File: src/rtl/core/rd64_pkg.sv
// ----------------------------------------------------------------------------
// rd64_pkg: shared types and constants of the 64-bit restoring divider
// Item payload structs, the operation codes and the per-item sign and
// divide-by-zero flags that travel down the cell chain.
// ----------------------------------------------------------------------------
package rd64_pkg;

   localparam int DATA_WIDTH_DEF = 64;
   localparam int PORT_WIDTH     = 64;

   typedef enum logic [1:0] {
      OP_DIV  = 2'd0,
      OP_REM  = 2'd1,
      OP_DIVU = 2'd2,
      OP_REMU = 2'd3
   } rd64_op_type;

   typedef struct packed {
      rd64_op_type             opcode;
      logic [PORT_WIDTH-1:0]   dividend;
      logic [PORT_WIDTH-1:0]   divisor;
   } rd64_req_type;

   typedef struct packed {
      logic [PORT_WIDTH-1:0]   answer;
      logic                    divide_by_zero;
   } rd64_rsp_type;

   // Per-item control carried alongside the partial remainder.
   typedef struct packed {
      logic want_rem;
      logic neg_q;
      logic neg_r;
      logic div_zero;
   } rd64_flags_type;

endpackage

File: src/rtl/core/rd64_prep.sv
// ----------------------------------------------------------------------------
// rd64_prep: operand preparation stage
// Decodes the operation, takes the operand magnitudes for signed work,
// detects a zero divisor and registers the result for the first cell.
// ----------------------------------------------------------------------------
module rd64_prep
   import rd64_pkg::*;
#(
   parameter int DATA_WIDTH = DATA_WIDTH_DEF
) (
   input  logic                  clock,
   input  logic                  reset,
   input  logic                  in_valid,
   output logic                  in_ready,
   input  rd64_req_type          in_data,
   output logic                  out_valid,
   input  logic                  out_ready,
   output logic [DATA_WIDTH-1:0] out_n,
   output logic [DATA_WIDTH-1:0] out_d,
   output rd64_flags_type        out_flags
);

   logic                  valid_ff;
   logic                  valid_in;
   logic [DATA_WIDTH-1:0] n_ff;
   logic [DATA_WIDTH-1:0] n_in;
   logic [DATA_WIDTH-1:0] d_ff;
   logic [DATA_WIDTH-1:0] d_in;
   rd64_flags_type        flags_ff;
   rd64_flags_type        flags_in;
   logic [DATA_WIDTH-1:0] a;
   logic [DATA_WIDTH-1:0] b;
   logic                  is_signed;
   logic                  want_rem;
   logic                  neg_a;
   logic                  neg_b;
   logic                  load;

   assign in_ready = !valid_ff || out_ready;
   assign load     = in_valid && in_ready;

   always_comb begin
      unique case (in_data.opcode)
         OP_DIV: begin
            is_signed = 1'b1;
            want_rem  = 1'b0;
         end
         OP_REM: begin
            is_signed = 1'b1;
            want_rem  = 1'b1;
         end
         OP_DIVU: begin
            is_signed = 1'b0;
            want_rem  = 1'b0;
         end
         OP_REMU: begin
            is_signed = 1'b0;
            want_rem  = 1'b1;
         end
         default: begin
            is_signed = 1'b0;
            want_rem  = 1'b0;
         end
      endcase
   end

   always_comb begin
      a     = in_data.dividend[DATA_WIDTH-1:0];
      b     = in_data.divisor[DATA_WIDTH-1:0];
      neg_a = is_signed && a[DATA_WIDTH-1];
      neg_b = is_signed && b[DATA_WIDTH-1];
      // The most negative value negates to itself, which reads as 2^(W-1).
      n_in  = neg_a ? ({DATA_WIDTH{1'b0}} - a) : a;
      d_in  = neg_b ? ({DATA_WIDTH{1'b0}} - b) : b;
      flags_in.want_rem = want_rem;
      flags_in.neg_q    = neg_a ^ neg_b;
      flags_in.neg_r    = neg_a;
      flags_in.div_zero = (b == {DATA_WIDTH{1'b0}});
      valid_in = load || (valid_ff && !out_ready);
   end

   always_ff @(posedge clock) begin
      if (reset) begin
         valid_ff <= 1'b0;
      end else begin
         valid_ff <= valid_in;
      end
   end

   always_ff @(posedge clock) begin
      if (load) begin
         n_ff     <= n_in;
         d_ff     <= d_in;
         flags_ff <= flags_in;
      end
   end

   assign out_valid = valid_ff;
   assign out_n     = n_ff;
   assign out_d     = d_ff;
   assign out_flags = flags_ff;

endmodule

File: config.mk
export PLATFORM = sky130hd
export DESIGN_NAME = rd64_prep
export DESIGN_NICKNAME = d
export VERILOG_FILES = /design/src/rtl/core/rd64_pkg.sv /design/src/rtl/core/rd64_prep.sv
export SDC_FILE = /design/constraint.sdc
export NUM_CORES = 1
export LEC_CHECK = 0
export BUFFER_PORTS_ARGS = -buffer_cell sky130_fd_sc_hd__buf_4
export CAP_MARGIN = 20
export CORE_MARGIN = 2
export CORE_UTILIZATION = 45
export CTS_CLUSTER_SIZE = 10
export DETAILED_ROUTE_END_ITERATION = 7
export PLACE_DENSITY = 0.87
export SLEW_MARGIN = 0
export SYNTH_ARGS = -nofsm -noshare
export SYNTH_HDL_FRONTEND = slang
export SYNTH_SLANG_ARGS = --single-unit
export TNS_END_PERCENT = 30
File: constraint.sdc
create_clock -name clock -period 4.17 [get_ports clock]
set_input_delay 0.834 -clock clock [delete_from_list [all_inputs] [get_ports clock]]
set_output_delay 0.834 -clock clock [all_outputs]
set_load 0.02 [all_outputs]
==> flow_metrics.env, run 1 <==
export IMPL_outcome="complete, no violations"
export IMPL_powerDensity_mw_per_mm2=380.2
export IMPL_tightest_slew_ns=0.8525
export IMPL_clk_pin_slew_ns=0.06
export IMPL_netlist_area_mm2=0.007097
export IMPL_sequentialPowerShare_pct=43.6
export IMPL_rsz0062_at_grt="no"
export IMPL_netSwitchingPower_mw=0.9852
export IMPL_area_growth_pct=39.95
export IMPL_multiInputGateArea_mm2=0.002963
export IMPL_power_mw=3.776
export IMPL_finalSetupTns_ns=0
export IMPL_critPathLaunchType="input pin"
export IMPL_grt_max_degree=57
export IMPL_crit_cells=8
export IMPL_maxSlewViolCount=0
export IMPL_synth_seq_cells=133
export IMPL_wl_per_cell_um=18.20
export IMPL_grt_overflow=0
export IMPL_drtIter0Drc=559
export IMPL_grt_pass1_wl_um=30070
export IMPL_avgSynthCellArea_um2=11.58
export IMPL_htree_levels=4
export IMPL_worstPathCellList="buf_4 -> inv_1 -> ha_1 -> or4b_2 -> nor3_1 -> nand4_1 -> o41ai_1 -> xnor2_1"
export IMPL_postSynthCellCount=613
export IMPL_clock_latency_ns=0.41
export IMPL_layout_drive_gt1_share_pct=36.07
export IMPL_drc_errors=0
export IMPL_required_ns=4.32
export IMPL_whs_ns=0.5416
export IMPL_row_count=45
export IMPL_drt_wl_total_um=20240
export IMPL_worst_setup_path_end_kind="register"
export IMPL_fin_area_mm2=0.009932
export IMPL_first_pass_iters=5
export IMPL_fin_crit_ns=3.208
export IMPL_yosysSeqAreaShare_pct=56.14
export IMPL_cp_num_buf_inv=2
export IMPL_comb_power_share_pct=18.4
export IMPL_grt_antenna_before_repair=0
export IMPL_yosys_cell_types_count=50
export IMPL_slew_headroom_pct=42.64
export IMPL_holdCritPathClass="reg2reg"
export IMPL_num_antenna_cells=0
export IMPL_cts_buffer_depth=2
export IMPL_fin_crit_sh_pct=76.94
export IMPL_gp_congestion=0.9016
export IMPL_core_area_mm2=0.01531
export IMPL_fill_cells=1198
export IMPL_drv_cap=0
export IMPL_worstSetupPathType="in2reg"
export IMPL_seq_area_mm2=0.003984
export IMPL_cts_root_buf="clkbuf_16"
export IMPL_die_h_um=129.6
export IMPL_die_area_mm2=0.01679
export IMPL_grt_use_total_pct=23.46
export IMPL_hold_viol=0
export IMPL_worst_path_max_fanout=11
export IMPL_antenna_left=0
export IMPL_synth_nets=749
export IMPL_netSwitchingFraction_pct=26.09
export IMPL_ir_drop_mv=0.2704
export IMPL_place_area_mm2=0.009366
export IMPL_yosysWarnings=0
export IMPL_setup_viol=0
export IMPL_vias_per_cell=5.538
export IMPL_grt_pass1_vias=5787
export IMPL_pin_count=268
export IMPL_hold_depth=2
export IMPL_portBuffers=267
export IMPL_post_cts_setup_buffers=0
export IMPL_r2r_cells=3
export IMPL_cpPeakStageDelay_ns=0.67
export IMPL_cts_tree="built"
export IMPL_clkPwrFrac_pct=38.0
export IMPL_vias=6158
export IMPL_cts_buffers=17
export IMPL_p_int_mw=2.791
export IMPL_fp_dieW_um=129.6
export IMPL_fin_nets=1024
export IMPL_cts_sinks=133
export IMPL_cts_resized=0
export IMPL_postCtsHoldBufs=0
export IMPL_leakagePower_nw=3.933
export IMPL_path_delay_family="simple AND/OR/NAND/NOR gates"
export IMPL_dp_hpwl_um=15180
export IMPL_initial_core_util_pct=46.34
export IMPL_timing_fmax_mhz=311.7
export IMPL_cp_slowest_cell="or4b_2"
export IMPL_fin_worst_skew_ns=0.004217
export IMPL_arrival_ns=3.36
## worst register-to-register path: cells and delay by family, from the launching register on
| family | cells | cell delay (ns) |
|---|---|---|
| buffers and inverters | 1 | 0.46 |
| flip-flops | 1 | 0.31 |
| AND/OR/NAND/NOR | 2 | 0.73 |
## through the flow
stage | cells | utilization [%] | setup WS (ns)
floorplan | 613 | - | 0.9581
global placement | 1080 | 61.16 | 0.6847
detailed placement | 1080 | 61.16 | 0.5648
CTS | 1112 | 64.85 | 0.9897
global route | 1112 | 64.85 | 0.8510
finish | 1112 | 64.85 | 0.9617
## final cells by class
| class | count | area share (%) |
|---|---|---|
| Inverter | 17 | 0.6425 |
| Tap cell | 211 | 2.658 |
| Clock inverter | 14 | 1.373 |
| Clock buffer | 18 | 4.321 |
| Multi-Input combinational cell | 442 | 29.83 |
| Sequential cell | 133 | 40.11 |
| Timing Repair Buffer | 277 | 21.06 |
## metal layers
metal | global-route usage, % | vias to the layer above | wire length [um]
li1 | - | 2876 | -
met1 | 31.14 | 2881 | 8111
met2 | 38.04 | 354 | 9986
met3 | 3.964 | 47 | 1503
met4 | 10.31 | 0 | 640
met5 | 0 | - | 0
## final timing paths
kind                            startpoint   endpoint  slack [ns]
worst max-delay path            in_data[1]  out_d[58]        0.96
worst min-delay path             out_valid  out_valid        0.54
worst max register to register   out_valid  out_d[47]        2.32
worst min register to register   out_valid  out_valid        0.54
## power by group through the flow
stage,combinational [mW],clock (mW),sequential (mW)
after floorplan,0.196,0,1.81
after global placement,0.679,0,1.67
after detailed placement,0.693,0,1.67
after CTS,0.697,1.45,1.65
after global routing,0.743,1.51,1.66
final,0.695,1.43,1.65
## Yosys cell counts (all sizes together)
cell / count / area share (%)
a211o: 1 / 0.12
a21o: 1 / 0.11
a21oi: 32 / 2.3
a31oi: 31 / 2.7
a41oi: 4 / 0.49
and2: 3 / 0.26
and3: 2 / 0.18
and4: 1 / 0.12
buf: 7 / 0.55
clkbuf: 14 / 0.74
clkinv: 1 / 0.053
dfxtp: 1 / 0.28
edfxtp: 132 / 56
ha: 2 / 0.35
inv: 16 / 0.85
nand2: 23 / 1.2
nand2b: 6 / 0.53
nand3: 8 / 0.56
nand3b: 2 / 0.21
nand4: 6 / 0.53
nand4b: 2 / 0.25
nor2: 56 / 3.1
nor2b: 3 / 0.26
nor3: 35 / 2.8
nor4: 27 / 2.7
nor4b: 2 / 0.46
nor4bb: 1 / 0.14
o21ai: 19 / 1.3
o31a: 2 / 0.25
o31ai: 13 / 1.4
o41ai: 7 / 1.1
or2: 3 / 0.26
or3: 11 / 0.97
or3b: 1 / 0.12
or4: 14 / 1.6
or4b: 2 / 0.28
xnor2: 52 / 6.4
xor2: 70 / 8.6
## registers in the layout, summed over array words and instances, names as in the netlist
name and cells:
out_flags 4, out_d 64, out_valid 1, out_n 64
## cell families (layout without fill, tap and decap cells)
| kind of cell | count (synthesis) | count (layout) | share of synthesized area (%) |
|---|---|---|---|
| xor gates and xnor gates | 122 | 122 | 15.06 |
| buffers and inverters | 38 | 326 | 2.186 |
| adders and majority gates | 2 | 2 | 0.3526 |
| AOI/OAI and AO/OA | 110 | 110 | 9.750 |
| DFF | 133 | 133 | 56.14 |
| and+or+nand+nor | 208 | 208 | 16.52 |
## cells in the final DEF, fill, tap and decap left out, types with 2 or more instances in the layout
| master | Yosys | layout |
|---|---|---|
| buf_4 | 1 | 276 |
| edfxtp_1 | 132 | 132 |
| xor2_1 | 70 | 70 |
| nor2_1 | 55 | 55 |
| xnor2_1 | 52 | 52 |
| nor3_1 | 32 | 32 |
| a21oi_1 | 32 | 32 |
| a31oi_1 | 31 | 31 |
| nor4_1 | 25 | 25 |
| nand2_1 | 23 | 23 |
| o21ai_0 | 19 | 19 |
| clkbuf_16 | 0 | 17 |
| inv_1 | 16 | 16 |
| o31ai_1 | 13 | 13 |
| or3_1 | 11 | 11 |
| or4_1 | 11 | 11 |
| nand3_1 | 8 | 8 |
| nand4_1 | 6 | 6 |
| nand2b_1 | 6 | 6 |
| o41ai_1 | 5 | 5 |
| a41oi_1 | 4 | 4 |
| clkinv_2 | 0 | 4 |
| or2_2 | 3 | 3 |
| or4_4 | 3 | 3 |
| clkinv_1 | 1 | 3 |
| clkinvlp_4 | 0 | 3 |
| nand4b_1 | 2 | 2 |
| and2_1 | 3 | 2 |
| o31a_1 | 2 | 2 |
| o41ai_2 | 2 | 2 |
| nor3_2 | 2 | 2 |
| nand3b_1 | 2 | 2 |
| and3_1 | 2 | 2 |
| nor2b_1 | 3 | 2 |
| ha_1 | 2 | 2 |
| bufinv_16 | 0 | 2 |
| clkinv_4 | 0 | 2 |
Power figures use the tool's default switching activity.
==> inputs of run 2 (changes only) <==
- CORE_UTILIZATION: 45 -> 50
- PLACE_DENSITY: 0.87 -> 0.91
- clock period: 4.17 -> 3.05 ns (I/O delays scaled with it)
==> flow_metrics.env, run 2 (same netlist as run 1, synthesis figures left out) <==
export IMPL_netSwitchingFraction_pct=26.11
export IMPL_setup_viol=0
export IMPL_path_delay_family="simple AND/OR/NAND/NOR gates"
export IMPL_hold_end="out_valid"
export IMPL_final_cell_mix="buf_4 (286), edfxtp_1 (132), xor2_1 (70), nor2_1 (55), xnor2_1 (52)"
export IMPL_worstSetupPathType="in2reg"
export IMPL_grt_use_total_pct=25.92
export IMPL_r2r_cells=3
export IMPL_place_area_mm2=0.009423
export IMPL_cts_resized=0
export IMPL_arrival_ns=2.85
export IMPL_p_int_mw=3.733
export IMPL_drtIter0Drc=593
export IMPL_fill_cells=951
export IMPL_tightest_slew_ns=0.5618
export IMPL_fin_crit_sh_pct=88.09
export IMPL_grt_pass1_vias=5839
export IMPL_layout_drive_gt1_share_pct=36.51
export IMPL_netSwitchingPower_mw=1.319
export IMPL_drc_errors=0
export IMPL_core_area_mm2=0.01388
export IMPL_gp_congestion=0.9489
export IMPL_num_antenna_cells=0
export IMPL_fin_worst_skew_ns=0.005796
export IMPL_hold_depth=2
export IMPL_vias_per_cell=5.795
export IMPL_crit_cells=8
export IMPL_cp_slowest_cell="or4b_1"
export IMPL_comb_power_share_pct=18.9
export IMPL_antenna_left=0
export IMPL_ir_drop_mv=0.3445
export IMPL_die_area_mm2=0.01516
export IMPL_grt_pass1_wl_um=29980
export IMPL_r2r_slack_ns=1.40
export IMPL_cts_buffer_depth=2
export IMPL_dp_hpwl_um=14740
export IMPL_sequentialPowerShare_pct=44.6
export IMPL_cts_root_buf="clkbuf_16"
export IMPL_slew_headroom_pct=62.55
export IMPL_outcome="complete, no violations"
export IMPL_row_count=43
export IMPL_cp_num_buf_inv=2
export IMPL_grt_antenna_before_repair=0
export IMPL_grt_overflow=0
export IMPL_fin_nets=1035
export IMPL_drv_cap=0
export IMPL_initial_core_util_pct=51.13
export IMPL_stdcell_count=1092
export IMPL_maxSlewViolCount=0
export IMPL_cts_tree="built"
export IMPL_worstPathCellList="buf_4 -> inv_1 -> ha_1 -> or3b_2 -> or4b_1 -> nor3_2 -> o21ai_0 -> xor2_1"
export IMPL_r2r_start="out_valid"
export IMPL_fp_dieW_um=123.1
export IMPL_clkPwrFrac_pct=36.5
export IMPL_die_h_um=123.1
export IMPL_hold_viol=0
export IMPL_htree_levels=4
export IMPL_drt_wl_total_um=20080
export IMPL_critPathLaunchType="input pin"
export IMPL_required_ns=3.22
export IMPL_power_mw=5.052
export IMPL_rr_endpoint="out_d[49]"
export IMPL_worst_path_max_fanout=6
export IMPL_wl_per_cell_um=18.38
export IMPL_rsz0062_at_grt="no"
export IMPL_clock_latency_ns=0.41
export IMPL_dpl_cell_count=1060
export IMPL_worst_setup_path_end_kind="register"
export IMPL_post_cts_setup_buffers=0
export IMPL_first_pass_iters=5
export IMPL_cts_buffers=17
export IMPL_timing_fmax_mhz=372.2
export IMPL_cts_sinks=133
export IMPL_pin_count=268
export IMPL_portBuffers=267
export IMPL_fin_crit_ns=2.687
export IMPL_cpPeakStageDelay_ns=0.72
export IMPL_area_growth_pct=40.20
export IMPL_grt_max_degree=47
export IMPL_leakagePower_nw=3.974
export IMPL_clk_pin_slew_ns=0.06
export IMPL_fin_area_mm2=0.009950
export IMPL_hold_start="reset"
export IMPL_postCtsHoldBufs=0
export IMPL_powerDensity_mw_per_mm2=507.7
export IMPL_vias=6328
export IMPL_layout_commonest_cell="buf_4"
export IMPL_holdCritPathClass="in2reg"
-- run 2: worst max-delay path by stage --
stage	slack [ns]	start	end
after global routing	0.24	in_data[65]	out_n[48]
after floorplan	0.06	out_ready	out_d[0]
after global placement	0.01	in_data[65]	out_n[48]
after CTS	0.39	in_data[65]	out_n[48]
final	0.36	in_data[65]	out_n[48]
after detailed placement	-0.05	in_data[65]	out_n[48]
-- run 2: stage by stage --
stage	util (%)	setup slack, ns	TNS (ns)	hold WS, ns
2_1_floorplan	-	0.06213	0	0.6791
3_3_place_gp	67.88	0.01443	0	0.5247
3_5_place_dp	67.88	-0.05004	-0.2137	0.5658
4_1_cts	71.68	0.3900	0	0.3472
5_1_grt	71.68	0.2390	0	0.3472
6_report	71.68	0.3633	0	0.3505
-- run 2: layout make-up --
cell class / instances / area, um2 / area share (%)
timing repair buffer: 288 / 2187 / 21.98
sequential: 133 / 3984 / 40.04
tap: 180 / 225.2 / 2.264
clock buffer: 21 / 440.4 / 4.427
multi-input combinational: 442 / 2963 / 29.78
inverter: 17 / 63.81 / 0.6413
clock inverter: 11 / 86.33 / 0.8677
-- run 2: layer usage --
layer,vias to the layer above,GRT usage [%],wire length [um]
met2,392,41.31,9823
li1,2890,-,-
met3,57,5.028,1682
met5,-,0,0
met4,0,12.78,810
met1,2989,33.95,7760
-- run 2: power groups by stage --
| stage | logic, mW | clock network, mW | registers, mW |
|---|---|---|---|
| 2_1_floorplan | 0.268 | 0 | 2.47 |
| 3_3_place_gp | 0.931 | 0 | 2.28 |
| 3_5_place_dp | 0.949 | 0 | 2.29 |
| 4_1_cts | 0.954 | 1.86 | 2.25 |
| 5_1_grt | 1.02 | 1.96 | 2.26 |
| 6_report | 0.955 | 1.85 | 2.25 |
==> inputs of run 3 (changes only) <==
==> constraint.sdc (replaced) <==
create_clock -name clock -period 3.05 [get_ports clock]
set_input_delay 0.305 -clock clock [delete_from_list [all_inputs] [get_ports clock]]
set_output_delay 0.305 -clock clock [all_outputs]
set_load 0.02 [all_outputs]
==> flow_metrics.env, run 3 (same netlist as run 1, synthesis figures left out) <==
export IMPL_powerDensity_mw_per_mm2=507.9
export IMPL_dp_hpwl_um=15290
export IMPL_vias=6330
export IMPL_fin_worst_skew_ns=0.004807
export IMPL_initial_core_util_pct=51.13
export IMPL_die_h_um=123.1
export IMPL_core_area_mm2=0.01388
export IMPL_layout_commonest_cell="buf_4"
export IMPL_fin_crit_ns=2.509
export IMPL_grt_use_total_pct=26.75
export IMPL_leakagePower_nw=3.908
export IMPL_cts_tree="built"
export IMPL_tightest_slew_ns=0.7360
export IMPL_first_pass_iters=5
export IMPL_cts_buffers=17
export IMPL_worst_path_max_fanout=5
export IMPL_maxSlewViolCount=0
export IMPL_layout_drive_gt1_share_pct=35.48
export IMPL_drtIter0Drc=632
export IMPL_row_count=43
export IMPL_clock_latency_ns=0.41
export IMPL_worst_setup_path_end_kind="register"
export IMPL_finalSetupTns_ns=0
export IMPL_cts_buffer_depth=2
export IMPL_pin_count=268
export IMPL_cts_sinks=133
export IMPL_die_area_mm2=0.01516
export IMPL_fill_cells=964
export IMPL_ir_drop_mv=0.3635
export IMPL_drv_cap=0
export IMPL_place_area_mm2=0.009343
export IMPL_cp_startpoint="in_data[65]"
export IMPL_antenna_left=0
export IMPL_fin_nets=1026
export IMPL_stdcell_count=1079
export IMPL_area_growth_pct=38.72
export IMPL_cts_root_buf="clkbuf_16"
export IMPL_htree_levels=4
export IMPL_num_antenna_cells=0
export IMPL_grt_pass1_vias=5988
export IMPL_dpl_cell_count=1051
export IMPL_rsz0062_at_grt="no"
export IMPL_drc_errors=0
export IMPL_worstSetupPathType="in2reg"
export IMPL_wl_per_cell_um=19.17
export IMPL_holdCritPathClass="in2reg"
export IMPL_fp_dieW_um=123.1
export IMPL_r2r_start="out_valid"
export IMPL_cts_resized=0
export IMPL_outcome="complete, no violations"
export IMPL_clk_pin_slew_ns=0.05
export IMPL_hold_start="reset"
export IMPL_postCtsHoldBufs=0
export IMPL_vias_per_cell=5.867
export IMPL_slew_headroom_pct=50.48
export IMPL_grt_overflow=0
export IMPL_timing_fmax_mhz=398.6
export IMPL_setup_viol=0
export IMPL_grt_antenna_before_repair=0
export IMPL_gp_congestion=0.9200
export IMPL_fin_area_mm2=0.009844
export IMPL_post_cts_setup_buffers=0
export IMPL_portBuffers=267
export IMPL_final_cell_mix="buf_4 (278), edfxtp_1 (132), xor2_1 (70), nor2_1 (55), xnor2_1 (52)"
export IMPL_fin_util_pct=70.92
export IMPL_drt_wl_total_um=20690
export IMPL_fin_crit_sh_pct=82.26
export IMPL_required_ns=3.19
export IMPL_critPathLaunchType="input pin"
export IMPL_grt_pass1_wl_um=30680
export IMPL_grt_max_degree=47
export IMPL_hold_viol=0
export IMPL_arrival_ns=2.65
==> run 3: cell count changes in the layout (fill, tap and decap cells not counted), sizes merged <==
cell	change
clkinv	-4
buf	-9
==> run 3: stage by stage <==
step	hold slack, ns	setup slack, ns	total power [mW]
final	0.05067	0.5410	5.000
after global placement	0.4679	0.3309	3.212
after global routing	0.03752	0.4973	5.179
after floorplan	0.3741	0.3144	2.741
after CTS	0.03857	0.6095	5.019
after detailed placement	0.4719	0.2246	3.238
==> run 3: area by class of cell <==
type	instances	area (um2)	area share, %
clock inverter	7	61.31	0.6228
timing repair buffer	279	2107	21.40
multi-input combinational	442	2963	30.10
sequential	133	3984	40.47
tap	180	225.2	2.288
inverter	17	63.81	0.6482
clock buffer	21	440.4	4.474
==> run 3: report_power, final <==
group          switching [mW]  internal [mW]
Sequential             0.0471           2.21
Combinational           0.542          0.417
Clock                   0.697           1.09
Total                    1.29           3.71
==> run 3: path summary, 6_finish.rpt <==
check	to	slack, ns	cells past startpoint
worst max-delay path	out_n[60]	0.54	8
worst min-delay path	out_valid	0.05	2
worst max register to register	out_n[63]	1.25	3
worst min register to register	out_valid	0.55	2
==> run 3: worst max-delay path: stages <==
cell and delay [ns]:
buf_4 0.12, inv_1 0.06, ha_1 0.16, or3b_2 0.50, or4b_1 0.71, nor2_1 0.39
a31oi_1 0.21, xor2_1 0.19
==> run 3: layer usage <==
| layer | up-vias | GRT usage, % | routed length (um) |
|---|---|---|---|
| met5 | - | 0 | 0 |
| met4 | 0 | 13.49 | 852 |
| met3 | 61 | 5.673 | 1936 |
| met2 | 426 | 43.17 | 10140 |
| met1 | 2971 | 34.12 | 7758 |
| li1 | 2872 | - | - |
