==> config.mk <==
export PLATFORM = sky130hd
export DESIGN_NAME = rd64_post
export DESIGN_NICKNAME = d
export VERILOG_FILES = /design/src/rtl/core/rd64_pkg.sv /design/src/rtl/core/rd64_post.sv
export SDC_FILE = /design/constraint.sdc
export NUM_CORES = 1
export LEC_CHECK = 0
export BUFFER_PORTS_ARGS = -buffer_cell sky130_fd_sc_hd__buf_4
export CELL_PAD_IN_SITES_DETAIL_PLACEMENT = 2
export CELL_PAD_IN_SITES_GLOBAL_PLACEMENT = 2
export CORE_MARGIN = 1.5
export CORE_UTILIZATION = 27
export DETAILED_ROUTE_END_ITERATION = 7
export PLACE_DENSITY_LB_ADDON = 0.1
export SLEW_MARGIN = 20
export SYNTH_ARGS = -nofsm -noshare
export SYNTH_HDL_FRONTEND = slang
export SYNTH_SLANG_ARGS = --single-unit
==> constraint.sdc <==
create_clock -name clock -period 4.1 [get_ports clock]
set_input_delay 0.82 -clock clock [delete_from_list [all_inputs] [get_ports clock]]
set_output_delay 0.82 -clock clock [all_outputs]
set_load 0.05 [all_outputs]
==> src/rtl/core/rd64_pkg.sv <==
// ----------------------------------------------------------------------------
// rd64_pkg: shared types and constants of the 64-bit restoring divider
// Item payload structs, the operation codes and the per-item sign and
// divide-by-zero flags that travel down the cell chain.
// ----------------------------------------------------------------------------
package rd64_pkg;

   localparam int DATA_WIDTH_DEF = 64;
   localparam int PORT_WIDTH     = 64;

   typedef enum logic [1:0] {
      OP_DIV  = 2'd0,
      OP_REM  = 2'd1,
      OP_DIVU = 2'd2,
      OP_REMU = 2'd3
   } rd64_op_type;

   typedef struct packed {
      rd64_op_type             opcode;
      logic [PORT_WIDTH-1:0]   dividend;
      logic [PORT_WIDTH-1:0]   divisor;
   } rd64_req_type;

   typedef struct packed {
      logic [PORT_WIDTH-1:0]   answer;
      logic                    divide_by_zero;
   } rd64_rsp_type;

   // Per-item control carried alongside the partial remainder.
   typedef struct packed {
      logic want_rem;
      logic neg_q;
      logic neg_r;
      logic div_zero;
   } rd64_flags_type;

endpackage

==> src/rtl/core/rd64_post.sv <==
// ----------------------------------------------------------------------------
// rd64_post: result selection and output register
// Picks quotient or remainder, applies the result sign, forces zero on a
// zero divisor and holds the finished item for the result channel.
// ----------------------------------------------------------------------------
module rd64_post
   import rd64_pkg::*;
#(
   parameter int DATA_WIDTH = DATA_WIDTH_DEF
) (
   input  logic                  clock,
   input  logic                  reset,
   input  logic                  in_valid,
   output logic                  in_ready,
   input  logic [DATA_WIDTH-1:0] in_r,
   input  logic [DATA_WIDTH-1:0] in_q,
   input  rd64_flags_type        in_flags,
   output logic                  out_valid,
   input  logic                  out_ready,
   output rd64_rsp_type          out_data
);

   logic                  valid_ff;
   logic                  valid_in;
   rd64_rsp_type          data_ff;
   rd64_rsp_type          data_in;
   logic [DATA_WIDTH-1:0] sel;
   logic                  neg;
   logic [DATA_WIDTH-1:0] res;
   logic                  load;

   assign in_ready = !valid_ff || out_ready;
   assign load     = in_valid && in_ready;

   always_comb begin
      sel = in_flags.want_rem ? in_r : in_q;
      neg = in_flags.want_rem ? in_flags.neg_r : in_flags.neg_q;
      res = neg ? ({DATA_WIDTH{1'b0}} - sel) : sel;
      if (in_flags.div_zero) begin
         res = {DATA_WIDTH{1'b0}};
      end
      data_in.answer         = PORT_WIDTH'(res);
      data_in.divide_by_zero = in_flags.div_zero;
      valid_in = load || (valid_ff && !out_ready);
   end

   always_ff @(posedge clock) begin
      if (reset) begin
         valid_ff <= 1'b0;
      end else begin
         valid_ff <= valid_in;
      end
   end

   always_ff @(posedge clock) begin
      if (load) begin
         data_ff <= data_in;
      end
   end

   assign out_valid = valid_ff;
   assign out_data  = data_ff;

endmodule

==> flow_metrics.env, run 1 <==
export IMPL_grt_max_degree=66
export IMPL_timing_final_setup_violations=0
export IMPL_dp_hpwl_um=19200
export IMPL_clock_sink_count=66
export IMPL_area_of_the_die_um2=22000
export IMPL_postSynthCellCount=629
export IMPL_drt_pre_antenna_iters=5
export IMPL_tritoncts_clock_tree="yes"
export IMPL_ios=203
export IMPL_netlist_area_before_placement_um2=5700
export IMPL_cts_buffers_inserted=9
export IMPL_highest_ir_drop_seen_on_vdd_mv=0.167
export IMPL_final_core_util_pct=38.5
export IMPL_syn_avg_cell_area_um2=9.06
export IMPL_post_synth_main_area_contributors="sky130_fd_sc_hd__edfxtp_1 (34%), sky130_fd_sc_hd__mux2i_1 (12%), sky130_fd_sc_hd__nor2_1 (5.2%), sky130_fd_sc_hd__xor2_1 (4.6%), sky130_fd_sc_hd__nor3_1 (3.9%)"
export IMPL_overflow=0
export IMPL_max_cap_viol_count=0
export IMPL_worst_path_buf_inv=2
export IMPL_port_buffers=202
export IMPL_insertion_delay_ps=340
export IMPL_clock_tree_buffer_depth=2
export IMPL_post_cts_buffers=0
export IMPL_synth_sequential_area_ratio_pct=34.6
export IMPL_layout_nets=959
export IMPL_worstSetupPathType="in2reg"
export IMPL_floorplan_initialDensity_pct=27.8
export IMPL_die_height_um=148
export IMPL_finalWirelength_um=25000
export IMPL_vias_per_cell=5.49
export IMPL_synth_top_cell_area_share_pct=34.2
export IMPL_critical_path_max_stage_delay_ps=640
export IMPL_cts_repair_resized=0
export IMPL_timing_reg2reg_setup_slack_ps=2420
export IMPL_floorplan_rows=52
export IMPL_final_hold_violation_count=0
export IMPL_run_status="finished, final reports clean"
export IMPL_drtIter0Drc=335
export IMPL_via_count_of_the_first_global_routing_pass=6571
export IMPL_critical_path_cell_by_cell="buf_6 -> buf_12 -> or3b_1 -> a222oi_1 -> and4_1 -> nand4_1 -> a211o_1 -> o21ai_1"
export IMPL_gp_routability_congestion=0.833
export IMPL_fin_crit_ps=3460
export IMPL_critPathCaptureType="flip-flop"
export IMPL_fin_crit_sh_pct=84.4
export IMPL_worst_path_arrival_ps=3660
export IMPL_grt_use_total_pct=22.9
export IMPL_synth_async_sr_flop_share_pct=0
export IMPL_yosys_cell_count_top_type="sky130_fd_sc_hd__nor2_1"
export IMPL_yosys_most_used_dff="sky130_fd_sc_hd__edfxtp_1"
export IMPL_placeableCoreArea_um2=20500
export IMPL_final_max_slew_viol_count=0
export IMPL_critical_path_slowest_cell="sky130_fd_sc_hd__a222oi_1"
export IMPL_synth_net_count=766
export IMPL_synth_edff_count=65
export IMPL_drive_above_1_share_pct=31.8
export IMPL_cts_hold_buffers_added=0
export IMPL_num_vias=6027
export IMPL_diode_count=0
export IMPL_timing_critical_path_required_ps=4300
export IMPL_power_density_nw_per_um2=322
export IMPL_clockRootBuffer="sky130_fd_sc_hd__clkbuf_16"
export IMPL_synth_seq_cells=66
export IMPL_critPathLaunchType="input port"
export IMPL_unrepaired_setup_endpoints_after_global_routing="no"
export IMPL_grt_first_pass_wirelength_um=38700
export IMPL_yosysWarnings=0
export IMPL_h_tree_depth=3
export IMPL_max_slew_margin_rel_pct=31.9
export IMPL_remaining_drc_errors=0
export IMPL_netlist_top_cells_count="sky130_fd_sc_hd__nor2_1 (79), sky130_fd_sc_hd__mux2i_1 (66), sky130_fd_sc_hd__edfxtp_1 (65), sky130_fd_sc_hd__nor3_1 (44)"
export IMPL_post_synth_top_area_cell="sky130_fd_sc_hd__edfxtp_1"
export IMPL_clock_edge_transition_at_the_registers_on_the_reported_setup_and_hold_paths_ps=60
export IMPL_floorplan_die_width_um=148
export IMPL_cp_max_fo=57
export IMPL_min_path_type="reg2reg"
export IMPL_grt_antenna_before_repair=0
export IMPL_ys_types=68
export IMPL_p_leak_uw=0.00329
export IMPL_path_delay_family="compound AO/OA/AOI/OAI gates"
export IMPL_totalNegativeSetupSlack_ps=0
export IMPL_worst_clock_skew_ps=7.98
export IMPL_routed_wire_length_per_instance_um=22.8
export IMPL_area_growth_pct=38.3
export IMPL_tightest_slew_ps=1020
export IMPL_number_of_nets_with_antenna_violations_after_routing=0
export IMPL_max_freq_mhz=289
==> metrics by stage <==
step                      cell area [um2]  hold WS (ps)  instances  setup WS, ps  power, uW
after floorplan                      5700           889        629          52.1       1350
after global placement               7560           504       1081           438       1670
after detailed placement             7560           536       1081           337       1690
after CTS                            7880           548       1097           673       2570
after global routing                 7880           579       1097           456       2650
final                                7880           541       1097           641       2540
==> tightest hold or removal path, delay by kind of cell (launching register included) <==
kind	cells	cell delay (ps)
and+or+nand+nor	1	110
DFF	1	310
AOI/OAI and AO/OA	1	80
==> area by class of cell <==
cell class	instances	area, um2
clock buffer	9	225
fill	2269	12600
multi-input combinational	520	3550
clock inverter	7	92.6
sequential	66	1970
tap	270	338
timing repair buffer	224	1700
inverter	1	3.75
==> per-layer routing <==
metal  track usage [%]  up-vias  part of all wire [%]
met5                 0        -                     0
met4              4.21        0                   1.1
met3              4.26       19                   5.0
met2              39.1      175                    48
met1              30.5     3035                    46
li1                  -     2798                     -
==> power by group <==
group          switching, uW  internal, uW
clock network            341           532
registers               21.6           819
logic                    526           302
total                    888          1650
==> logic make-up after synthesis <==
family,synth area share [%]
compound gates,13.9
mux,13.0
simple gates,27.8
fa+ha+maj,0.219
xor+xnor,7.07
flops,34.6
buf+inv,3.42
==> registers in the layout (all words and copies together) (netlist names) <==
signal / cells
out_data: 65
out_valid: 1
==> path summary, 6_finish.rpt <==
check                                     to        start  depth (start not counted)
worst max-delay path            out_data[58]  in_flags[3]                          8
worst min-delay path               out_valid    out_valid                          2
worst max register to register  out_data[19]    out_valid                          2
worst min register to register     out_valid    out_valid                          2
==> layout by cell type, fill, tap and decap left out, drive strengths merged, types with 4 or more instances in the layout <==
cell	Yosys	layout
nand2	30	30
nand4	10	10
clkbuf	19	9
o22ai	4	4
nor3	45	45
mux2i	66	66
nor4b	4	4
nor3b	21	21
and2	4	4
a41oi	4	4
o21ai	18	18
a21oi	22	22
mux2	7	7
edfxtp	65	65
or3	16	16
nor2b	6	6
nor4	16	16
or4	5	5
a22oi	5	5
a222oi	5	5
or3b	13	13
nand2b	6	6
a31oi	14	14
and4	7	7
and3	8	8
a21o	5	5
nand3	9	9
nor2	79	79
buf	23	224
xnor2	16	16
xor2	30	30
(Power assumes the default switching activity.)
==> run 2: changes to the inputs <==
==> constraint.sdc (replaced) <==
create_clock -name clock -period 3.1 [get_ports clock]
set_input_delay 0.62 -clock clock [delete_from_list [all_inputs] [get_ports clock]]
set_output_delay 0.62 -clock clock [all_outputs]
set_load 0.05 [all_outputs]
==> run 2 against run 1 <==
Cell area grew 5.2%. Worst hold slack lost 120 ps. Power grew 27%. Sequential share of layout area shrank 1.2 points. Clock skew shrank 1.7 ps. Routed wire length grew 2.3%. Combinational power grew 38%. Sequential power grew 32%. Via count grew 2.6%. Highest routed layer unchanged.
==> flow_metrics.env, run 2 (same netlist as run 1, synthesis figures left out) <==
export IMPL_max_cap_viol_count=0
export IMPL_grt_first_pass_wirelength_um=39800
export IMPL_fin_crit_sh_pct=92.3
export IMPL_grt_antenna_before_repair=0
export IMPL_unrepaired_setup_endpoints_after_global_routing="no"
export IMPL_dp_hpwl_um=20400
export IMPL_worstSetupPathType="in2reg"
export IMPL_final_hold_worst_slack_ps=424
export IMPL_num_vias=6183
export IMPL_floorplan_die_width_um=148
export IMPL_clock_sink_count=66
export IMPL_via_count_of_the_first_global_routing_pass=6845
export IMPL_clock_edge_transition_at_the_registers_on_the_reported_setup_and_hold_paths_ps=60
export IMPL_worst_clock_skew_ps=6.28
export IMPL_h_tree_depth=3
export IMPL_layout_commonest_cell="sky130_fd_sc_hd__buf_4"
export IMPL_overflow=0
export IMPL_drive_above_1_share_pct=35.6
export IMPL_drt_pre_antenna_iters=5
export IMPL_crit_path_end="out_data[60]"
export IMPL_placeableCoreArea_um2=20500
export IMPL_finalWirelength_um=25600
export IMPL_insertion_delay_ps=350
export IMPL_floorplan_initialDensity_pct=27.8
export IMPL_timing_critical_path_required_ps=3200
export IMPL_ios=203
export IMPL_critical_path_max_stage_delay_ps=440
export IMPL_seq_power_share_pct=34.3
export IMPL_min_path_type="in2reg"
export IMPL_max_freq_mhz=349
export IMPL_power_clock_fraction_pct=30.5
export IMPL_layout_nets=1005
export IMPL_gp_routability_congestion=0.860
export IMPL_area_growth_pct=45.4
export IMPL_crit_start="in_flags[3]"
export IMPL_port_buffers=202
export IMPL_cts_buffers_inserted=9
export IMPL_switching_power_uw=1160
export IMPL_diode_count=0
export IMPL_area_of_the_die_um2=22000
export IMPL_commonest_non_fill_non_tap_cells_in_the_layout="sky130_fd_sc_hd__buf_4 (262), sky130_fd_sc_hd__nor2_1 (79), sky130_fd_sc_hd__mux2i_1 (65), sky130_fd_sc_hd__edfxtp_1 (65), sky130_fd_sc_hd__nor3_1 (43)"
export IMPL_grt_max_degree=39
export IMPL_critPathCaptureType="flip-flop"
export IMPL_run_status="finished, final reports clean"
export IMPL_tritoncts_clock_tree="yes"
export IMPL_cts_hold_buffers_added=0
export IMPL_final_core_util_pct=40.5
export IMPL_p_int_uw=2080
export IMPL_die_height_um=148
export IMPL_clock_tree_buffer_depth=2
export IMPL_r2r_cells=3
export IMPL_critical_path_reg2reg_startpoint="out_valid"
export IMPL_p_leak_uw=0.00353
export IMPL_tightest_slew_ps=550
export IMPL_vias_per_cell=5.41
export IMPL_max_slew_margin_rel_pct=62.5
export IMPL_grt_use_total_pct=23.7
export IMPL_number_of_nets_with_antenna_violations_after_routing=0
export IMPL_final_max_slew_viol_count=0
export IMPL_power_density_nw_per_um2=391
export IMPL_timing_reg2reg_setup_slack_ps=1540
export IMPL_highest_ir_drop_seen_on_vdd_mv=0.218
export IMPL_cts_repair_resized=0
export IMPL_critPathLaunchType="input port"
export IMPL_rr_endpoint="out_data[37]"
export IMPL_cp_max_fo=27
export IMPL_power_frac_comb_pct=35.2
export IMPL_worst_path_arrival_ps=2960
export IMPL_drtIter0Drc=290
export IMPL_remaining_drc_errors=0
export IMPL_routed_wire_length_per_instance_um=22.4
export IMPL_largest_reg_flops=65
export IMPL_final_hold_violation_count=0
export IMPL_sw_frac_of_total_pct=35.8
export IMPL_critical_path_slowest_cell="sky130_fd_sc_hd__o41a_1"
export IMPL_clockRootBuffer="sky130_fd_sc_hd__clkbuf_16"
export IMPL_critical_path_cell_by_cell="buf_6 -> buf_4 -> nor3b_1 -> o22ai_1 -> nor4_2 -> nand2_1 -> o41a_1 -> mux2_4"
export IMPL_timing_final_setup_violations=0
export IMPL_floorplan_rows=52
export IMPL_fin_crit_ps=2860
export IMPL_post_cts_buffers=0
==> run 2: changes by cell type in the layout (fill, tap and decap cells not counted), sizes merged <==
cell / delta
clkinvlp: -1
clkbuf: +4
bufinv: -2
inv: -1
buf: +46
==> run 2: routing by layer <==
metal	global-route usage, %	routed length (um)
met1	31.5	11800
met4	7.33	519
met2	40.3	12300
met3	2.76	936
met5	0	0
==> run 2: worst min-delay path by stage <==
stage,startpoint,end,slack (ps),depth (start not counted)
2_1_floorplan,reset,out_valid,690,1
3_3_place_gp,out_valid,out_valid,510,2
3_5_place_dp,out_valid,out_valid,530,2
4_1_cts,reset,out_valid,410,2
5_1_grt,reset,out_valid,420,2
6_report,reset,out_valid,420,2
==> run 2: through the flow <==
step / worst slack [ps] / setup TNS [ps] / power, uW / std cells / instance area, um2
final: 238 / 0 / 3240 / 1143 / 8290
after global routing: 61.9 / 0 / 3390 / 1143 / 8290
after CTS: 194 / 0 / 3270 / 1143 / 8290
after detailed placement: -131 / -676 / 2270 / 1127 / 8020
after global placement: -84.8 / -84.8 / 2240 / 1127 / 8020
after floorplan: -116 / -192 / 1790 / 629 / 5800
==> run 2: layout make-up <==
| class | count | area [um2] |
|---|---|---|
| Fill cell | 2280 | 12200 |
| Multi-Input combinational cell | 520 | 3590 |
| Sequential cell | 66 | 1970 |
| Clock buffer | 13 | 250 |
| Clock inverter | 3 | 17.5 |
| Timing Repair Buffer | 270 | 2120 |
| Tap cell | 270 | 338 |
| Inverter | 1 | 3.75 |
==> run 2: critical path: cells and delay by family <==
| family | cells | cell delay, ps |
|---|---|---|
| simple gates | 3 | 900 |
| buf+inv | 2 | 490 |
| compound gates | 2 | 640 |
| mux | 1 | 310 |
==> run 2: power groups by stage <==
stage          clock network [uW]  logic [uW]  registers (uW)
3_5_place_dp                    0        1140            1130
5_1_grt                      1050        1220            1120
2_1_floorplan                   0         399            1390
4_1_cts                      1010        1150            1110
6_report                      989        1140            1110
3_3_place_gp                    0        1110            1130
==> run 3: changes to the inputs <==
--- a/config.mk
+++ b/config.mk
@@ -5,11 +5,12 @@
 export SDC_FILE = /design/constraint.sdc
 export NUM_CORES = 1
 export LEC_CHECK = 0
+export ABC_AREA = 1
 export BUFFER_PORTS_ARGS = -buffer_cell sky130_fd_sc_hd__buf_4
 export CELL_PAD_IN_SITES_DETAIL_PLACEMENT = 2
 export CELL_PAD_IN_SITES_GLOBAL_PLACEMENT = 2
 export CORE_MARGIN = 1.5
-export CORE_UTILIZATION = 27
+export CORE_UTILIZATION = 23
 export DETAILED_ROUTE_END_ITERATION = 7
 export PLACE_DENSITY_LB_ADDON = 0.1
 export SLEW_MARGIN = 20
==> constraint.sdc (replaced) <==
create_clock -name clock -period 2.55 [get_ports clock]
set_input_delay 0.51 -clock clock [delete_from_list [all_inputs] [get_ports clock]]
set_output_delay 0.51 -clock clock [all_outputs]
set_load 0.05 [all_outputs]
==> run 3 against run 2 <==
Combinational power is 32% higher. Sequential share of layout area is 2.5 points lower. Clock power rose by 31%. Area after synthesis grew 11%. Critical path type unchanged.
==> flow_metrics.env, run 3 <==
export IMPL_timing_final_setup_violations=0
export IMPL_area_growth_pct=45.9
export IMPL_netlist_top_cells_count="sky130_fd_sc_hd__nand2_1 (507), sky130_fd_sc_hd__nor2_1 (182), sky130_fd_sc_hd__inv_1 (153), sky130_fd_sc_hd__edfxtp_1 (65), sky130_fd_sc_hd__a21oi_1 (58)"
export IMPL_drt_pre_antenna_iters=4
export IMPL_synth_top_cell_area_share_pct=30.8
export IMPL_min_delay_start="reset"
export IMPL_cts_buffers_inserted=9
export IMPL_timing_reg2reg_setup_slack_ps=1250
export IMPL_max_cap_viol_count=0
export IMPL_synth_edff_count=65
export IMPL_synth_net_count=1258
export IMPL_yosys_mux_area_fraction_pct=0.158
export IMPL_post_synth_main_area_contributors="sky130_fd_sc_hd__edfxtp_1 (31%), sky130_fd_sc_hd__nand2_1 (30%), sky130_fd_sc_hd__nor2_1 (11%), sky130_fd_sc_hd__inv_1 (9.1%), sky130_fd_sc_hd__a21oi_1 (4.6%)"
export IMPL_synthAdderAreaFrac_pct=0.197
export IMPL_yosys_cell_count_top_type="sky130_fd_sc_hd__nand2_1"
export IMPL_commonest_non_fill_non_tap_cells_in_the_layout="sky130_fd_sc_hd__nand2_1 (507), sky130_fd_sc_hd__buf_4 (297), sky130_fd_sc_hd__nor2_1 (179), sky130_fd_sc_hd__inv_1 (153), sky130_fd_sc_hd__edfxtp_1 (65)"
export IMPL_area_of_the_die_um2=28600
export IMPL_number_of_nets_with_antenna_violations_after_routing=0
export IMPL_cts_repair_resized=0
export IMPL_h_tree_depth=3
export IMPL_insertion_delay_ps=350
export IMPL_synth_seq_cells=66
export IMPL_layout_cell_area_non_filler_um2=9260
export IMPL_drive_above_1_share_pct=25.3
export IMPL_final_hold_violation_count=0
export IMPL_max_slew_margin_rel_pct=64.2
export IMPL_power_density_nw_per_um2=449
export IMPL_yosysWarnings=0
export IMPL_fin_crit_ps=2370
export IMPL_layout_commonest_cell="sky130_fd_sc_hd__nand2_1"
export IMPL_floorplan_die_width_um=169
export IMPL_critical_path_max_stage_delay_ps=250
export IMPL_timing_critical_path_required_ps=2660
export IMPL_floorplan_rows=60
export IMPL_largest_reg_flops=65
export IMPL_synth_compound_area_share_pct=7.48
export IMPL_highest_ir_drop_seen_on_vdd_mv=0.239
export IMPL_diode_count=0
export IMPL_final_instance_count_excl_fill=1750
export IMPL_finalWirelength_um=30800
export IMPL_synth_simple_gate_area_share_pct=47.7
export IMPL_unrepaired_setup_endpoints_after_global_routing="no"
export IMPL_cp_max_fo=11
export IMPL_tritoncts_clock_tree="yes"
export IMPL_critical_path_slowest_cell="sky130_fd_sc_hd__buf_4"
export IMPL_grt_max_degree=66
export IMPL_grt_first_pass_wirelength_um=47700
export IMPL_via_count_of_the_first_global_routing_pass=8568
export IMPL_place_detailed_instances=1733
export IMPL_max_freq_mhz=421
export IMPL_floorplan_initialDensity_pct=23.5
export IMPL_cpMostUsedCell="sky130_fd_sc_hd__nand2_1"
export IMPL_die_height_um=169
export IMPL_gp_routability_congestion=0.855
export IMPL_fin_crit_sh_pct=93.1
export IMPL_min_path_type="in2reg"
export IMPL_clockRootBuffer="sky130_fd_sc_hd__clkbuf_16"
export IMPL_r2r_cells=2
export IMPL_num_vias=7980
export IMPL_vias_per_cell=4.56
export IMPL_grt_use_total_pct=21.7
export IMPL_final_max_slew_viol_count=0
export IMPL_p_total_uw=4150
export IMPL_syn_avg_cell_area_um2=5.66
export IMPL_routed_wire_length_per_instance_um=17.6
export IMPL_clock_edge_transition_at_the_registers_on_the_reported_setup_and_hold_paths_ps=60
export IMPL_crit_start="in_flags[3]"
export IMPL_remaining_drc_errors=0
export IMPL_layout_nets=1541
export IMPL_worstSetupPathType="in2reg"
export IMPL_grt_antenna_before_repair=0
export IMPL_port_buffers=202
export IMPL_placeableCoreArea_um2=27000
export IMPL_post_cts_buffers=0
export IMPL_largest_family_of_logic_cells_by_synthesized_area="simple AND/OR/NAND/NOR gates"
export IMPL_run_status="finished, final reports clean"
export IMPL_worst_path_arrival_ps=2490
export IMPL_detailedPlace_worstSlack_ps=-234
export IMPL_worst_clock_skew_ps=7.05
export IMPL_drtIter0Drc=352
export IMPL_critPathCaptureType="flip-flop"
export IMPL_synthXorXnorAreaFrac_pct=0
export IMPL_dp_hpwl_um=24900
export IMPL_yosys_most_used_dff="sky130_fd_sc_hd__edfxtp_1"
export IMPL_critical_path_reg2reg_startpoint="out_valid"
export IMPL_critical_path_cell_by_cell="buf_4 -> inv_2 -> buf_4 -> buf_12 -> nand2_1 -> nand2_1 -> nand2_1 -> nor2_1 -> nand2_1 -> nor2_1 -> nand2_1 -> nand2_1 -> nand3_1 -> nand2_1 -> nor2_1"
export IMPL_postSynthCellCount=1121
export IMPL_ios=203
export IMPL_netlist_area_before_placement_um2=6340
export IMPL_clock_sink_count=66
export IMPL_synth_sequential_area_ratio_pct=31.1
export IMPL_postLayoutSetupSlackWorst_ps=176
export IMPL_nFillCells=3408
export IMPL_p_leak_uw=0.00484
export IMPL_post_synth_top_area_cell="sky130_fd_sc_hd__edfxtp_1"
export IMPL_ys_types=26
export IMPL_cts_hold_buffers_added=0
export IMPL_synth_async_sr_flop_share_pct=0
export IMPL_tightest_slew_ps=537
export IMPL_overflow=0
export IMPL_placed_cell_area_um2=8940
export IMPL_totalNegativeSetupSlack_ps=0
export IMPL_critPathLaunchType="input port"
export IMPL_clock_tree_buffer_depth=2
export IMPL_hold_depth=2
## run 3: cell types whose count changed after synthesis, moves of 28 or more
cell                      change
sky130_fd_sc_hd__a21oi_1     +36
sky130_fd_sc_hd__mux2i_1     -65
sky130_fd_sc_hd__nand3_1     +28
sky130_fd_sc_hd__nand2_1    +477
sky130_fd_sc_hd__nor2_1     +103
sky130_fd_sc_hd__xor2_1      -30
sky130_fd_sc_hd__inv_1      +152
## run 3: layout make-up
| type | count | area (um2) | area share (%) |
|---|---|---|---|
| Multi-Input combinational cell | 863 | 3550 | 38.3 |
| Timing Repair Buffer | 307 | 2430 | 26.3 |
| Sequential cell | 66 | 1970 | 21.3 |
| Inverter | 157 | 589 | 6.37 |
| Tap cell | 341 | 427 | 4.61 |
| Clock buffer | 10 | 229 | 2.47 |
| Clock inverter | 6 | 57.6 | 0.622 |
## run 3: metrics by stage
| stage | hold slack [ps] | util [%] |
|---|---|---|
| detailed placement | 550 | 33.1 |
| finish | 301 | 34.3 |
| global route | 301 | 34.3 |
| floorplan | 579 | - |
| global placement | 524 | 33.1 |
| CTS | 297 | 34.1 |
## run 3: final timing paths
| kind | endpoint |
|---|---|
| min | out_valid |
| max | out_data[57] |
| max reg2reg | out_data[14] |
| min reg2reg | out_valid |
## run 3: critical path: cells and delay by family
family | cells | cell delay, ps
buffers and inverters | 4 | 690
AND/OR/NAND/NOR | 11 | 1280
## run 3: cells by family after synthesis
kind of cell | after synthesis
fa+ha+maj | 1
simple gates | 769
mux | 1
compound gates | 92
flops | 66
buf+inv | 192
## run 3: where the power goes
part	switching (uW)	leakage (uW)	internal (uW)
clock	549	0.000144	752
combinational	980	0.00404	534
sequential	34.4	0.000656	1300
## run 3: layer usage
metal  routed length (um)  up-vias  share of wire (%)  global-route usage [%]
met5                    0        -                  0                       0
met4                  291        0               0.94                    4.39
met3                 1030       17                3.4                    2.50
met2                14300      158                 46                    37.0
met1                15200     3836                 49                    29.6
li1                     -     3969                  -                       -
